===== src/rtl/ppc_pkg.sv =====
// Shared constants, codes and types for the polygon point containment block.
package ppc_pkg;

  // Default sizing
  localparam int MAX_VERTICES_DEF = 256;
  localparam int COORD_BITS_DEF   = 14;

  // A polygon needs at least this many vertices to enclose anything
  localparam int MIN_POLY_VERTICES = 3;

  // Operation codes carried by op
  localparam logic [1:0] OP_CLEAR  = 2'd0;
  localparam logic [1:0] OP_APPEND = 2'd1;
  localparam logic [1:0] OP_TEST   = 2'd2;

  // Control sequencer states
  typedef enum logic [1:0] {
    ST_IDLE,
    ST_SCAN,
    ST_DRAIN,
    ST_FIN
  } state_t;

  // Status from the edge pipeline back to the sequencer
  typedef struct packed {
    logic busy;  // an edge is still in flight
    logic bnd;   // some edge passed through the query point
    logic odd;   // crossing parity so far
  } edge_stat_t;

endpackage


===== src/rtl/ppc_edge.sv =====
// Edge pipeline: boundary and even-odd crossing test of one edge per cycle.
module ppc_edge #(
  parameter int COORD_BITS = ppc_pkg::COORD_BITS_DEF
) (
  input  logic                   clk,
  input  logic                   rst,
  input  logic                   start,
  input  logic [COORD_BITS-1:0]  a_init_x,
  input  logic [COORD_BITS-1:0]  a_init_y,
  input  logic [COORD_BITS-1:0]  p_x,
  input  logic [COORD_BITS-1:0]  p_y,
  input  logic                   b_valid,
  input  logic [COORD_BITS-1:0]  b_x,
  input  logic [COORD_BITS-1:0]  b_y,
  output ppc_pkg::edge_stat_t    stat
);

  localparam int DW = COORD_BITS + 1;
  localparam int PW = 2 * DW;

  // Previous vertex: start of the current edge
  logic [COORD_BITS-1:0] a_x, a_y;

  // Stage 1 registers
  logic                 s1_v;
  logic signed [DW-1:0] s1_dxb, s1_dyp, s1_dyb, s1_dxp;
  logic                 s1_box, s1_str, s1_dypos;

  // Stage 2 registers
  logic                 s2_v;
  logic signed [PW-1:0] s2_rhs, s2_lhs;
  logic                 s2_box, s2_str, s2_dypos;

  // Accumulators
  logic bnd, odd;

  // Stage 1 combinational terms
  logic signed [DW-1:0] ax_s, ay_s, bx_s, by_s, px_s, py_s;
  logic                 box, str, dypos;

  // Stage 3 combinational terms
  logic signed [PW:0]   diff;
  logic                 cr_zero, cr_pos, cr_neg, on_edge, hit;

  // Differences, bounding box and straddle check
  always_comb begin
    ax_s  = $signed({1'b0, a_x});
    ay_s  = $signed({1'b0, a_y});
    bx_s  = $signed({1'b0, b_x});
    by_s  = $signed({1'b0, b_y});
    px_s  = $signed({1'b0, p_x});
    py_s  = $signed({1'b0, p_y});
    box   = ((a_x <= p_x && p_x <= b_x) || (b_x <= p_x && p_x <= a_x)) &&
            ((a_y <= p_y && p_y <= b_y) || (b_y <= p_y && p_y <= a_y));
    str   = (a_y > p_y) != (b_y > p_y);
    dypos = b_y > a_y;
  end

  // Cross product sign and per-edge decisions
  always_comb begin
    diff    = {s2_rhs[PW-1], s2_rhs} - {s2_lhs[PW-1], s2_lhs};
    cr_zero = (diff == '0);
    cr_neg  = diff[PW];
    cr_pos  = !cr_neg && !cr_zero;
    on_edge = cr_zero && s2_box;
    hit     = s2_str && (s2_dypos ? cr_pos : cr_neg);
  end

  // Valid bits and accumulators
  always_ff @(posedge clk) begin
    if (rst) begin
      s1_v <= 1'b0;
      s2_v <= 1'b0;
      bnd  <= 1'b0;
      odd  <= 1'b0;
    end else begin
      s1_v <= b_valid;
      s2_v <= s1_v;
      if (start) begin
        bnd <= 1'b0;
        odd <= 1'b0;
      end else if (s2_v) begin
        bnd <= bnd | on_edge;
        odd <= odd ^ hit;
      end
    end
  end

  // Datapath registers
  always_ff @(posedge clk) begin
    if (start) begin
      a_x <= a_init_x;
      a_y <= a_init_y;
    end else if (b_valid) begin
      a_x <= b_x;
      a_y <= b_y;
    end
    s1_dxb   <= bx_s - ax_s;
    s1_dyp   <= py_s - ay_s;
    s1_dyb   <= by_s - ay_s;
    s1_dxp   <= px_s - ax_s;
    s1_box   <= box;
    s1_str   <= str;
    s1_dypos <= dypos;
    s2_rhs   <= PW'(s1_dxb * s1_dyp);
    s2_lhs   <= PW'(s1_dyb * s1_dxp);
    s2_box   <= s1_box;
    s2_str   <= s1_str;
    s2_dypos <= s1_dypos;
  end

  assign stat.busy = s1_v | s2_v;
  assign stat.bnd  = bnd;
  assign stat.odd  = odd;

endmodule


===== config.mk =====
export PLATFORM = sky130hd
export DESIGN_NAME = ppc_edge
export DESIGN_NICKNAME = d
export VERILOG_FILES = /design/src/rtl/ppc_pkg.sv /design/src/rtl/ppc_edge.sv
export SDC_FILE = /design/constraint.sdc
export NUM_CORES = 2
export LEC_CHECK = 0
export BUFFER_PORTS_ARGS = -buffer_cell sky130_fd_sc_hd__buf_2
export CAP_MARGIN = 20
export CORE_MARGIN = 8
export CORE_UTILIZATION = 30
export CTS_BUF_LIST = sky130_fd_sc_hd__clkbuf_2
export CTS_CLUSTER_SIZE = 28
export DETAILED_ROUTE_END_ITERATION = 8
export PLACE_DENSITY_LB_ADDON = 0.1
export RECOVER_POWER = 50
export SYNTH_ARGS = -nofsm -noshare
export SYNTH_HDL_FRONTEND = slang
export SYNTH_SLANG_ARGS = --single-unit

===== constraint.sdc =====
create_clock -name clk -period 17.3 [get_ports clk]
set_clock_uncertainty 0.1 [all_clocks]
set_input_delay 0.865 -clock clk [delete_from_list [all_inputs] [get_ports clk]]
set_output_delay 0.865 -clock clk [all_outputs]
set_load 0.05 [all_outputs]

==> out/results.ini <==
[run_status]
status=complete, but fails checks
violations=max-capacitance violations, max-slew violations

[synthesis]
yosys.area.top_type=fa_1
synth_fp_nets=3622
avgSynthCellArea_um2=9.19
synth_common_cells=inv_1 (611), fa_1 (448), ha_1 (278)
synth.area.top_cells=fa_1 (35%), ha_1 (13%), dfxtp_1 (10%)
yosys.cell_count.top_type=inv_1
synth_top_area_share=0.348
synth_warnings=0
synth_cell_types=76
yosys_register_bits=158
yosysSeqAreaShare=0.133
async_flop_share=0
synth_flop_cell=dfxtp_1
netlist_instances=2808
synth_edf_count=28
synth.cell_area_um2=25800

[layout]
nNetsFinal=3704
fillers=9048
area_delta_synth_final_pct=8.55
drive_gt1_frac=0.0596

[drt]
drt-total-wl_mm=74.0
postRouteAntennaNets=0
drt_iter0_drc=903
vias=18828
via_per_inst=4.64
wire_per_inst_um=18.3
dr.pass1.iters=5
route.detailed.drc=0

[grt]
grt-ovfl-total=0
grt_pass1_wl_mm=118
grt_pass1_vias=20706
grt_usage=0.160
grt_max_degree=37
antenna_found_initial=5

[clock_tree]
clock_sinks=158
cts_buffers=17
htree_levels=4
cts-root-buf=clkbuf_2
cts_tree=built
insertion_delay_ns=0.98
clk_path_buf_depth=2
cts_resized=0
clkTransAtPathRegs_ns=0.30

[floorplanning]
ioPinCount=91
rows=107
die_h_um=309
dieArea_um2=95600
initial_core_util=0.303
die_w_um=309
core_um2=85100

[timing]
setup_viol=0
worst_pin_slew_ns=2.28
max_freq_mhz=136
tns_ns=0
fin_crit_ns=7.36
rsz0062_at_grt=false
fin_crit_sh=0.425
drv_slew=66
slew_headroom=-0.518
finalHoldViolations=0

[critical_path]
cp-startpoint=s1_dxb[6]$_DFF_P_
reg2reg_from=s1_dxb[6]$_DFF_P_
startpoint_type=flop
required_ns=18.04
arrival_ns=8.09
endpoint_kind=flop
r2r_setup_slack_ns=9.94
reg2reg_depth=24
r2r-end=s2_rhs[29]$_DFF_P_
cp_max_fo=16
path_class=flop to flop

[place]
routabilityCongestion=0.831
dp_hpwl_mm=62.6
port_buffers=90

[job]
maxCapViolCount=2

[hold_path]
hp-class=primary input to flop
holdCritStartpoint=b_x[7]
hold_end=a_x[7]$_DFFE_PP_
min_path_cells=2

-- layout make-up --
type	count	area, µm²	area share
Clock inverter	15	110	0.00393
Timing Repair Buffer	135	862	0.0308
Sequential cell	158	3440	0.123
Inverter	611	2290	0.0819
Tap cell	1144	1430	0.0511
Clock buffer	17	85.1	0.00304
Antenna cell	7	17.5	0.000626
Multi-Input combinational cell	1967	19800	0.706
-- worst max-delay path, stage by stage, from the launching register on --
cell and delay, ns:
dfxtp_1 0.95, nand2_1 0.17, fa_1 0.54, inv_1 0.05, fa_1 0.49, inv_1 0.05, fa_1 0.53, inv_1 0.05
fa_1 0.40, fa_1 0.51, inv_1 0.05, fa_1 0.47, inv_1 0.04, ha_1 0.33, a21o_1 0.18, a21o_1 0.17
a21o_1 0.18, a21oi_1 0.16, o31ai_1 0.13, o41ai_1 0.59, o211ai_1 0.23, nand2_1 0.15, o21ai_0 0.15, mux2i_1 0.14
a2111oi_0 0.41
-- through the flow --
stage	hold slack, ns	std cells	area [µm²]	util	worst slack, ns
2_1_floorplan	0.210	2808	25800	-	11.01
3_3_place_gp	0.214	3981	27500	0.322	10.19
3_5_place_dp	0.218	3982	27500	0.323	10.05
4_1_cts	0.00149	4047	28000	0.329	9.98
5_1_grt	-0.000859	4050	28000	0.329	9.56
6_report	0.153	4054	28000	0.329	9.94
-- how the worst max path moves through the flow --
| stage | to |
|---|---|
| 2_1_floorplan | s2_rhs[29]$_DFF_P_ |
| 3_3_place_gp | s2_rhs[29]$_DFF_P_ |
| 3_5_place_dp | s2_rhs[29]$_DFF_P_ |
| 4_1_cts | s2_rhs[29]$_DFF_P_ |
| 5_1_grt | s2_rhs[29]$_DFF_P_ |
| 6_report | s2_rhs[29]$_DFF_P_ |
-- timing repair --
action	in CTS	in global routing
setup buffers	0	0
endpoints found under the hold margin	29	0
hold buffers	33	0
-- logic make-up (layout without fill, tap and decap cells) --
family	count (synthesis)	in the layout	share of synthesized area
compound gates	307	307	0.0784
xor+xnor	108	108	0.0367
fa+ha+maj	726	726	0.483
buf+inv	683	778	0.101
flops	158	158	0.133
mux	30	30	0.0128
other cells	0	7	0
simple gates	796	796	0.156
-- sequential cells by signal, summed over array words and instances (netlist names) --
register / count
s2_lhs: 30
s2_rhs: 30
s1_dxb: 15
s1_dxp: 15
s1_dyb: 15
s1_dyp: 15
a_x: 14
a_y: 14
bnd: 1
odd: 1
s1_box: 1
s1_dypos: 1
s1_str: 1
s1_v: 1
s2_box: 1
s2_dypos: 1
s2_str: 1
s2_v: 1
-- cell usage in the layout, fill, tap and decap left out, types with 22 or more instances in the layout --
cell and n:
inv_1 611, fa_1 448, ha_1 278, nand2_1 272, and2_1 216, dfxtp_1 130
nor2_1 118, buf_2 89, xnor2_1 82, a21oi_1 72, o21ai_0 68, dlygate4sd3_1 33
a21o_1 32, nand3_1 30, nor3_1 28, edfxtp_1 28, xor2_1 26, nor2b_1 25
nand2b_1 23, o21a_1 22
-- metal layers --
layer  global-route usage  part of all wire
met1                0.214              0.46
met2                0.276              0.49
met3               0.0219             0.037
met4               0.0331             0.016
met5                    0                 0
Power is not shown: default switching activity piles up to over one toggle a cycle in this logic, so the estimate is an artifact.
